`src/hdl/uer_pkg.sv`:
```
// ----------------------------------------------------------------------------
// Ultrasonic echo ranger - package
// Transaction payload types, register map and fixed timing constants.
// ----------------------------------------------------------------------------
package uer_pkg;

    localparam int TMO_W   = 20;   // timeout register width
    localparam int MAXC_W  = 10;   // distance limit register width
    localparam int DIST_W  = 15;   // distance field width
    localparam int EL_W    = 21;   // elapsed tick counter width
    localparam int APB_DW  = 32;
    localparam int APB_AW  = 3;

    localparam int TRIG_LOW_TICKS  = 2;
    localparam int TRIG_HIGH_TICKS = 10;

    // register index, taken from paddr[2]
    localparam logic REG_TIMEOUT_US      = 1'b0;
    localparam logic REG_MAX_DISTANCE_CM = 1'b1;

    typedef struct packed {
        logic start_req;
        logic echo_level;
    } t_ranger_in;

    typedef struct packed {
        logic              trigger_level;
        logic              busy_res;
        logic              done_res;
        logic [DIST_W-1:0] distance_cm;
        logic [DIST_W-1:0] last_distance_cm;
    } t_ranger_out;

endpackage

```
`src/hdl/ultrasonic_echo_ranger_core.sv`:
```
// ----------------------------------------------------------------------------
// Ultrasonic echo ranger core
// Trigger/echo range measurement, one microsecond tick per input transaction.
// ----------------------------------------------------------------------------
//
//  channel  | direction | handshake                  | payload
//  ---------+-----------+----------------------------+------------------------
//  tick in  | input     | i_in_valid / o_in_stall    | i_in_data   (t_ranger_in)
//  result   | output    | o_out_valid / i_out_stall  | o_out_data  (t_ranger_out)
//  config   | input     | psel/penable/pwrite/pready | paddr, pwdata, prdata
//
//  One tick transaction is taken every cycle while o_in_stall is low; each
//  gives exactly one result (input register, then result register).
//  A single pass of phase logic sits between the two registers; the distance
//  comes from a quotient/remainder counter that runs alongside the pulse
//  count, so no divider sits in that pass.
//  Reset is synchronous and active low; no clearing pass is needed.
//  A stalled result holds in the result register while the input register
//  still takes one more tick; after that o_in_stall rises.
// ----------------------------------------------------------------------------
module ultrasonic_echo_ranger_core
    import uer_pkg::*;
#(
    parameter int CM_DIVISOR         = 29,
    parameter int DEFAULT_TIMEOUT_US = 23200,
    parameter int DEFAULT_MAX_CM     = 400
) (
    input  logic                i_clk,
    input  logic                i_rst_n,
    // tick transactions
    input  logic                i_in_valid,
    output logic                o_in_stall,
    input  t_ranger_in          i_in_data,
    // result transactions
    output logic                o_out_valid,
    input  logic                i_out_stall,
    output t_ranger_out         o_out_data,
    // configuration
    input  logic                psel,
    input  logic                penable,
    input  logic                pwrite,
    input  logic [APB_AW-1:0]   paddr,
    input  logic [APB_DW-1:0]   pwdata,
    output logic [APB_DW-1:0]   prdata,
    output logic                pready
);

    // one pulse centimetre is 2*CM_DIVISOR ticks of echo (there and back)
    localparam int PULSE_DIV = 2 * CM_DIVISOR;
    localparam int REM_W     = $clog2(PULSE_DIV);

    localparam logic [REM_W-1:0]  REM_LAST  = REM_W'(PULSE_DIV - 1);
    localparam logic [TMO_W-1:0]  DEF_TMO   = TMO_W'(DEFAULT_TIMEOUT_US);
    localparam logic [EL_W-1:0]   DEF_TMO_E = EL_W'(DEFAULT_TIMEOUT_US);
    localparam logic [MAXC_W-1:0] DEF_MAXC  = MAXC_W'(DEFAULT_MAX_CM);

    typedef enum logic [4:0] {
        PH_IDLE  = 5'b00001,
        PH_TLOW  = 5'b00010,
        PH_THIGH = 5'b00100,
        PH_WAIT  = 5'b01000,
        PH_PULSE = 5'b10000
    } t_phase;

    // ------------------------------------------------------------------
    // Configuration registers
    // ------------------------------------------------------------------
    logic [TMO_W-1:0]  r_timeout_us;
    logic [MAXC_W-1:0] r_max_cm;
    logic              cfg_wr;

    assign pready = 1'b1;
    assign cfg_wr = psel && penable && pwrite && pready;

    always_ff @(posedge i_clk) begin
        if (!i_rst_n) begin
            r_timeout_us <= DEF_TMO;
            r_max_cm     <= '0;
        end else if (cfg_wr) begin
            unique case (paddr[2])
                REG_TIMEOUT_US:      r_timeout_us <= pwdata[TMO_W-1:0];
                REG_MAX_DISTANCE_CM: r_max_cm     <= pwdata[MAXC_W-1:0];
                default:             r_timeout_us <= r_timeout_us;
            endcase
        end
    end

    always_comb begin
        unique case (paddr[2])
            REG_TIMEOUT_US:      prdata = APB_DW'(r_timeout_us);
            REG_MAX_DISTANCE_CM: prdata = APB_DW'(r_max_cm);
            default:             prdata = '0;
        endcase
    end

    // ------------------------------------------------------------------
    // Input register and stage hand-off
    // ------------------------------------------------------------------
    logic        r_in_valid;
    t_ranger_in  r_in;
    logic        r_out_valid;
    t_ranger_out r_out;
    logic        adv;

    // advance the held tick whenever the result register is free or draining
    assign adv        = r_in_valid && (!r_out_valid || !i_out_stall);
    assign o_in_stall = r_in_valid && !adv;

    always_ff @(posedge i_clk) begin
        if (!i_rst_n) begin
            r_in_valid <= 1'b0;
        end else if (!o_in_stall) begin
            r_in_valid <= i_in_valid;
        end
    end

    always_ff @(posedge i_clk) begin
        if (!o_in_stall && i_in_valid) begin
            r_in <= i_in_data;
        end
    end

    // ------------------------------------------------------------------
    // Measurement state
    // ------------------------------------------------------------------
    t_phase            r_phase,   n_phase;
    logic [EL_W-1:0]   r_elapsed, n_elapsed;
    logic [DIST_W-1:0] r_dq,      n_dq;      // echo ticks / PULSE_DIV
    logic [REM_W-1:0]  r_dr,      n_dr;      // echo ticks % PULSE_DIV
    logic [DIST_W-1:0] r_kept,    n_kept;
    t_ranger_out       n_out;

    logic [TMO_W-1:0]  eff_tmo;
    logic [EL_W-1:0]   elapsed_inc;
    logic [DIST_W-1:0] dq_inc;
    logic [REM_W-1:0]  dr_inc;
    logic [EL_W-1:0]   dur;
    logic [DIST_W-1:0] dur_q;
    logic [REM_W-1:0]  dur_r;
    logic [MAXC_W-1:0] lim;
    logic              cap_on;
    logic              over_cap;
    logic              range_kill;
    logic              pulse_done;

    assign eff_tmo     = (r_timeout_us != '0) ? r_timeout_us : DEF_TMO;
    assign elapsed_inc = r_elapsed + EL_W'(1);

    // step the quotient/remainder pair along with the echo count
    assign dr_inc = (r_dr == REM_LAST) ? '0 : r_dr + REM_W'(1);
    assign dq_inc = (r_dr == REM_LAST) ? r_dq + DIST_W'(1) : r_dq;

    // duration at the finishing tick: counted with this tick if echo still high
    assign dur   = r_in.echo_level ? elapsed_inc : r_elapsed;
    assign dur_q = r_in.echo_level ? dq_inc : r_dq;
    assign dur_r = r_in.echo_level ? dr_inc : r_dr;

    // duration cap is max_distance_cm * PULSE_DIV; compare through quotient
    assign lim      = (r_max_cm != '0) ? r_max_cm : DEF_MAXC;
    assign cap_on   = (r_max_cm != '0);
    assign over_cap = (dur_q > DIST_W'(r_max_cm)) ||
                      ((dur_q == DIST_W'(r_max_cm)) && (dur_r != '0));
    assign range_kill = (cap_on && over_cap && (dur > DEF_TMO_E)) ||
                        (dur_q > DIST_W'(lim));

    always_comb begin
        n_phase    = r_phase;
        n_elapsed  = r_elapsed;
        n_dq       = r_dq;
        n_dr       = r_dr;
        n_kept     = r_kept;
        pulse_done = 1'b0;

        n_out                  = '0;
        n_out.busy_res         = 1'b1;

        unique case (r_phase)
            PH_TLOW: begin
                n_elapsed = elapsed_inc;
                if (elapsed_inc >= EL_W'(TRIG_LOW_TICKS)) begin
                    n_phase   = PH_THIGH;
                    n_elapsed = '0;
                end
            end
            PH_THIGH: begin
                n_out.trigger_level = 1'b1;
                n_elapsed           = elapsed_inc;
                if (elapsed_inc >= EL_W'(TRIG_HIGH_TICKS)) begin
                    n_phase   = PH_WAIT;
                    n_elapsed = '0;
                end
            end
            PH_WAIT: begin
                // the tick that sees echo high is the first pulse tick
                if (r_in.echo_level) begin
                    n_phase   = PH_PULSE;
                    n_elapsed = EL_W'(1);
                    n_dq      = '0;
                    n_dr      = REM_W'(1);
                end else begin
                    n_elapsed = elapsed_inc;
                    if (elapsed_inc > EL_W'(eff_tmo)) begin
                        n_phase   = PH_PULSE;
                        n_elapsed = '0;
                        n_dq      = '0;
                        n_dr      = '0;
                    end
                end
            end
            PH_PULSE: begin
                if (r_in.echo_level) begin
                    n_elapsed = elapsed_inc;
                    n_dq      = dq_inc;
                    n_dr      = dr_inc;
                    pulse_done = (elapsed_inc > EL_W'(eff_tmo));
                end else begin
                    pulse_done = 1'b1;
                end
                if (pulse_done) begin
                    n_out.done_res    = 1'b1;
                    n_out.distance_cm = range_kill ? '0 : dur_q;
                    n_kept            = n_out.distance_cm;
                    n_phase           = PH_IDLE;
                    n_elapsed         = '0;
                end
            end
            default: begin
                // idle, and any stray code falls back to idle
                n_phase = PH_IDLE;
                if (r_in.start_req) begin
                    n_phase   = PH_TLOW;
                    n_elapsed = EL_W'(1);
                end else begin
                    n_out.busy_res = 1'b0;
                    n_elapsed      = '0;
                end
            end
        endcase

        n_out.last_distance_cm = n_kept;
    end

    always_ff @(posedge i_clk) begin
        if (!i_rst_n) begin
            r_phase   <= PH_IDLE;
            r_elapsed <= '0;
            r_kept    <= DIST_W'(1);
        end else if (adv) begin
            r_phase   <= n_phase;
            r_elapsed <= n_elapsed;
            r_kept    <= n_kept;
        end
    end

    // quotient pair only matters inside a pulse, so no reset
    always_ff @(posedge i_clk) begin
        if (adv) begin
            r_dq <= n_dq;
            r_dr <= n_dr;
        end
    end

    // ------------------------------------------------------------------
    // Result register
    // ------------------------------------------------------------------
    always_ff @(posedge i_clk) begin
        if (!i_rst_n) begin
            r_out_valid <= 1'b0;
        end else if (adv) begin
            r_out_valid <= 1'b1;
        end else if (!i_out_stall) begin
            r_out_valid <= 1'b0;
        end
    end

    always_ff @(posedge i_clk) begin
        if (adv) begin
            r_out <= n_out;
        end
    end

    assign o_out_valid = r_out_valid;
    assign o_out_data  = r_out;

endmodule

```
`config.mk`:
```
export PLATFORM = sky130hd
export DESIGN_NAME = ultrasonic_echo_ranger_core
export DESIGN_NICKNAME = d
export VERILOG_FILES = /design/src/hdl/uer_pkg.sv /design/src/hdl/ultrasonic_echo_ranger_core.sv
export SDC_FILE = /design/constraint.sdc
export NUM_CORES = 1
export LEC_CHECK = 0
export BUFFER_PORTS_ARGS = -buffer_cell sky130_fd_sc_hd__buf_2
export CELL_PAD_IN_SITES_DETAIL_PLACEMENT = 1
export CELL_PAD_IN_SITES_GLOBAL_PLACEMENT = 1
export CORE_UTILIZATION = 40
export DETAILED_ROUTE_END_ITERATION = 8
export PLACE_DENSITY_LB_ADDON = 0.1
export SLEW_MARGIN = 20
export SYNTH_ARGS = -nofsm -noshare
export SYNTH_HDL_FRONTEND = slang
export SYNTH_SLANG_ARGS = --single-unit
```
`constraint.sdc`:
```
create_clock -name i_clk -period 3.9 [get_ports i_clk]
set_input_delay 0.195 -clock i_clk [delete_from_list [all_inputs] [get_ports i_clk]]
set_output_delay 0.195 -clock i_clk [all_outputs]
set_load 0.005 [all_outputs]
```
Yosys cells after proc, flatten, opt, wreduce, memory -nomap -nowiden
Cells that the tools add are included.

cells by class
  reduce and logical (&&, ||, !) cells = 25
  order comparisons = 6
  multiplexer cells = 38
  add/sub/neg operators = 3
  bitwise gates (word level) = 1
  equality and inequality tests = 11

operator list
  cell                                                                                  number
  21-bit 2-to-1 mux                                                                     6
  15-bit 2-to-1 mux                                                                     7
  21-bit one-hot mux with 4 select lines                                                1
  32-bit one-hot mux with 2 select lines                                                1
  15-bit by 10-bit greater-than comparator with 1-bit output                            2
  15-bit one-hot mux with 2 select lines                                                1
  5-bit 2-to-1 mux                                                                      5
  6-bit 2-to-1 mux                                                                      4
  21-bit by 1-bit adder with 21-bit output, second input constant                       1
  21-bit by 2-bit greater-or-equal comparator with 1-bit output, second input constant  1
  21-bit by 4-bit greater-or-equal comparator with 1-bit output, second input constant  1
  21-bit by 15-bit greater-than comparator with 1-bit output, second input constant     1
  21-bit by 20-bit greater-than comparator with 1-bit output                            1
  20-bit 2-to-1 mux                                                                     1
  5-bit one-hot mux with 4 select lines                                                 1
  20-bit nonzero test                                                                   1
  16-bit 2-to-1 mux                                                                     1
  15-bit by 1-bit adder with 15-bit output, second input constant                       1
  15-bit by 10-bit == test with 1-bit output                                            1
  6-bit one-hot mux with 2 select lines                                                 1
  10-bit 2-to-1 mux                                                                     1
  10-bit nonzero test                                                                   1
  1-bit logical AND                                                                     8
  1-bit 2-to-1 mux                                                                      7
  other kinds (19)                                                                      28

word-level totals
  register bits = 129
  output and inout port bits = 68
  word-level logic and storage cells = 100
  bits of input ports = 44

Longest topological paths before layout
  word-level depth = 12
  mapped depth = 18
  mapped depth without buffers = 16

Worst setup path after synthesis
Ideal clock, no wire load.

  path kind = register to register
  start = reg r_elapsed[1]
  end = reg r_dq[0] (enable)
  arrival = 3.904 ns
  required time = 3.494 ns
  library setup time = 0.406 ns
  path slack = -0.410 ns
  stages on the path, launching flop included = 17
  buffers on the path = 2
  period minus slack after synthesis = 4.310 ns
  cell sequence = dfxtp_1 -> ha_1 -> buf_2 -> nand4_4 -> nor4_2 -> buf_4 -> and2_1 -> xor2_1 -> ha_1 -> nand4_1 -> nor4_1 -> a21boi_0 -> o31a_1 -> a311oi_2 -> nand2_1 -> nand2_1 -> a21oi_1

on the way
  cells in the longest elaborated chain, start to end = 4

RTL lines
  element                                                     RTL line                            source
  from (decl)                                                 ultrasonic_echo_ranger_core.sv:127  logic [EL_W-1:0] r_elapsed, n_elapsed;
  from (signal assigned)                                      ultrasonic_echo_ranger_core.sv:250  r_elapsed <= n_elapsed;
  21-bit by 1-bit adder with 21-bit output                    ultrasonic_echo_ranger_core.sv:147  assign elapsed_inc = r_elapsed + EL_W'(1);
  21-bit by 20-bit greater-than comparator with 1-bit output  ultrasonic_echo_ranger_core.sv:202  if (elapsed_inc > EL_W'(eff_tmo)) begin
  3-bit inequality test (no source line)                      --
  3-bit AND reduction (no source line)                        --
  to (signal assigned)                                        ultrasonic_echo_ranger_core.sv:258  r_dq <= n_dq;
  to (decl)                                                   ultrasonic_echo_ranger_core.sv:128  logic [DIST_W-1:0] r_dq, n_dq;

No other way between the ends.
A chain may end at the register's enable or synchronous reset.

Final worst setup path
  start = reg r_elapsed[1]
  end = reg r_out (netlist bit o_out_data[8]), data pin

on the way
  cells in the longest elaborated chain, start to end = 8
  elaborated cells on any way between the ends = 11
  those cells by class = add/sub (1); order compare (2); mux (6); reduce/logical (2)

RTL lines
  element                                                     RTL line                            source
  21-bit by 1-bit adder with 21-bit output                    ultrasonic_echo_ranger_core.sv:147
  21-bit 2-to-1 mux                                           --
  21-bit by 15-bit greater-than comparator with 1-bit output  ultrasonic_echo_ranger_core.sv:163  assign range_kill = (cap_on && over_cap && (dur > DEF_TMO_E)) ||
  1-bit logical AND                                           ultrasonic_echo_ranger_core.sv:163
  1-bit logical OR                                            ultrasonic_echo_ranger_core.sv:163
  15-bit 2-to-1 mux                                           ultrasonic_echo_ranger_core.sv:221  n_out.distance_cm = range_kill ? '0 : dur_q;
  15-bit 2-to-1 mux *                                         ultrasonic_echo_ranger_core.sv:219  if (pulse_done) begin
  15-bit 2-to-1 mux *                                         ultrasonic_echo_ranger_core.sv:177  unique case (r_phase)
  net n_kept[8]                                               ultrasonic_echo_ranger_core.sv:130  logic [DIST_W-1:0] r_kept, n_kept;
  to (signal assigned)                                        ultrasonic_echo_ranger_core.sv:278  r_out <= n_out;
  to (decl)                                                   ultrasonic_echo_ranger_core.sv:102  t_ranger_out r_out;

Mark *: on every way through the listed nets, which the timed path passes. The rest lies on a longest branch. The select of a mux whose other input is x is not followed.

==> summary.md <==
| Metric | Value |
|---|---|
| H-tree levels | 4 |
| CTS sink cnt | 129 |
| Worst-case clock buffer depth | 2 |
| Share of layout cells above drive strength 1 | 0.248 |
| Core Rows | 51 |
| Mapped Area | 8120 µm² |
| Critical Path AT | 3890 ps |
| Sequential share of the synthesized area | 0.387 |
| Power Density | 323 nW/µm² |
| Area Overhead vs Synth | 25.0% |
| Worst setup SP type | flip-flop |
| Die height | 144 µm |
| CP startpoint | r_elapsed[1]$_SDFFE_PN0P_ |
| Die Width | 144 µm |
| Vias in the first global route | 7111 |
| Drt wl/cell | 18.1 µm |
| Syn avg cell area | 8.79 µm² |
| Global-route wire length before repair | 38000 µm |
| Synth cell count leaders | nand2_1 (142), nor2_1 (80), dfxtp_1 (73), inv_1 (57), edfxtp_1 (56) |
| RSZ-0062 raised after global routing | true |
| # nets final | 1158 |
| Mapped Cells | 923 |
| Kind of end point of the critical path | flip-flop |
| Leak | 4.24 nW |
| Placed inst area | 9090 µm² |
| Initial DRC count | 383 |
| Yosys Warn Count | 0 |
| Async set-or-reset flop fraction in the synthesized netlist | 0 |
| CP Max Fanout | 15 |
| GRT overflow | 0 |
| DP HPWL | 17100 µm |
| DRC Markers | 0 |
| Die area | 20900 µm² |
| HP Class | primary input to flip-flop |
| Peak VDD IR | 0.294 mV |
| Port Buffers | 84 |
| Post-synth top area share | 0.207 |
| Clock latency at the later pin of the worst-skew pair | 430 ps |
| Clock period minus final worst setup slack | 3720 ps |
| Drt first pass iters | 4 |
| Post-route cell area | 10100 µm² |
| R2r startpoint | r_elapsed[1]$_SDFFE_PN0P_ |
| Peak Freq | 269 MHz |
| Gr usage total | 0.240 |
| Via density | 5.37 |
| Synth area leaders | edfxtp_1 (21%), dfxtp_1 (18%), ha_1 (6.9%), nand2_1 (6.6%), nor2_1 (3.7%) |
| Vias | 7231 |
| Antenna violations before repair | 0 |
| Top-count cell post-synth | nand2_1 |
| FF/Latch Area | 3150 µm² |
| Max-slew headroom | 0.345 |
| Worst slew pin tran | 980 ps |
| EDFF count, synth | 56 |
| Final Skew | 11.3 ps |
| Slew Viols, Final | 0 |
| Crit Path Class | flip-flop to flip-flop |
| CTS tree | yes |
| Clock tree root buffer cell | clkbuf_16 |
| Register bit total from synthesis | 129 |
| Distinct cell type count of the synthesized netlist | 80 |
| Initial Util | 0.413 |
| Post-DRT Antenna Nets | 0 |
| Worst Path Required | 4070 ps |
| Hold Crit Start | pwdata[18] |
| Setup TNS | 0 ps |
| Ports | 112 |
| Multi-input gate area | 4690 µm² |
| Antenna fix cells | 0 |
| Final hold violation count | 0 |
| Clock slew at reported path FFs | 60 ps |
| Max cap viols | 0 |
| Core area | 19700 µm² |
| Largest net degree at the start of global routing | 52 |
| Status | complete, no violations |
| CTS buffer count | 17 |
| Fillers | 2350 |
| Area leader, netlist | edfxtp_1 |
| Final weighted congestion in routability-driven placement | 0.874 |
| Post-Route WL | 24400 µm |
| Top_reg_cell synth | dfxtp_1 |
| Final-report setup violation count | 0 |
| Final period util | 0.954 |
## path summary, 6_finish.rpt
kind                                                      end  slack (ps)  depth (start not counted)
worst max-delay path                  o_out_data[8]$_DFFE_PP_         180                         18
worst min-delay path            r_timeout_us[18]$_SDFFE_PN0P_          10                          3
worst max register to register        o_out_data[8]$_DFFE_PP_         180                         18
worst min register to register         r_kept[8]$_SDFFE_PN0P_         470                          1
## metrics by stage
stage,setup WS [ps],util,power [mW],hold slack [ps],std cells
after global routing,-53.5,0.516,3.39,24.9,1347
after detailed placement,-15.9,0.463,1.67,380,1290
final,180,0.516,3.28,14.7,1347
after global placement,61.9,0.463,1.66,377,1290
after CTS,7.14,0.500,3.31,3.50,1332
after floorplan,43.1,-,1.59,294,939
## critical path, stage by stage, from the launching register on
cell       delay [ps]
dfxtp_1           370
ha_4              180
nand4_4           140
nor4_4            260
buf_4             190
and2_1            160
xor2_1             80
ha_1              320
nand4_1           100
nor4_2            330
a21oi_1           150
o31a_1            130
a311oi_2          260
buf_4             200
nand2_1            60
o211ai_1          100
buf_4             170
clkbuf_16         170
o21ai_0            90
## kinds of logic after synthesis
kind of cell | synth area share
and+or+nand+nor | 0.250
AOI/OAI and AO/OA | 0.157
DFF | 0.387
buffers and inverters | 0.0720
adders and majority gates | 0.0694
xor gates and xnor gates | 0.0475
muxes | 0.0156
other | 0.000925
## layer usage
| metal | vias to the layer above | GRT usage | share of wire |
|---|---|---|---|
| met4 | 0 | 0.0681 | 0.018 |
| met1 | 3523 | 0.314 | 0.47 |
| li1 | 3552 | - | - |
| met3 | 26 | 0.0404 | 0.035 |
| met5 | - | 0 | 0 |
| met2 | 130 | 0.404 | 0.48 |
## sequential cells by signal, summed over array words and instances (netlist names), 2 cells and up
signal	count
o_out_data	33
r_phase	5
r_dq	15
r_in	2
r_max_cm	10
r_dr	6
r_kept	15
r_timeout_us	20
r_elapsed	21
## cell usage in the layout (no fill, tap or decap), types with 8 or more instances in the layout
cell type	count
edfxtp_1	56
buf_4	77
nand4_1	19
and3_1	16
buf_2	84
a21boi_0	25
a32o_1	11
nor4_1	14
a211oi_1	10
xnor2_1	21
o2bb2ai_1	9
conb_1	18
nand2b_1	8
o21ai_0	23
nand3_1	35
and2_1	12
nor2b_1	11
xor2_1	16
dfxtp_1	66
nor2_1	77
nor3_1	10
inv_1	55
a21oi_1	25
clkbuf_16	18
ha_1	43
nand2_1	142
## where the power goes
| part | switching (mW) | total, mW | internal, mW |
|---|---|---|---|
| sequential | 0.0147 | 1.44 | 1.43 |
| combinational | 0.125 | 0.205 | 0.0801 |
| clock | 0.718 | 1.63 | 0.911 |
## final cells by class
cell class / count / area share
multi-input cells: 691 / 0.462
flip-flops and latches: 129 / 0.311
repair buffers: 173 / 0.115
clock buffers: 17 / 0.0419
well taps: 265 / 0.0327
inverters: 57 / 0.0211
clock inverters: 15 / 0.0167
## what timing repair did
action / in CTS / in global routing
endpoints found under the setup margin: 43 / 71
endpoints found under the hold margin: 7 / 0
hold buffers: 7 / 0
resized for setup: 5 / 44
pin swaps: 1 / 9
setup buffers: 2 / 13
cloned: 1 / 2
No activity file was read; power rests on OpenSTA's default activity.
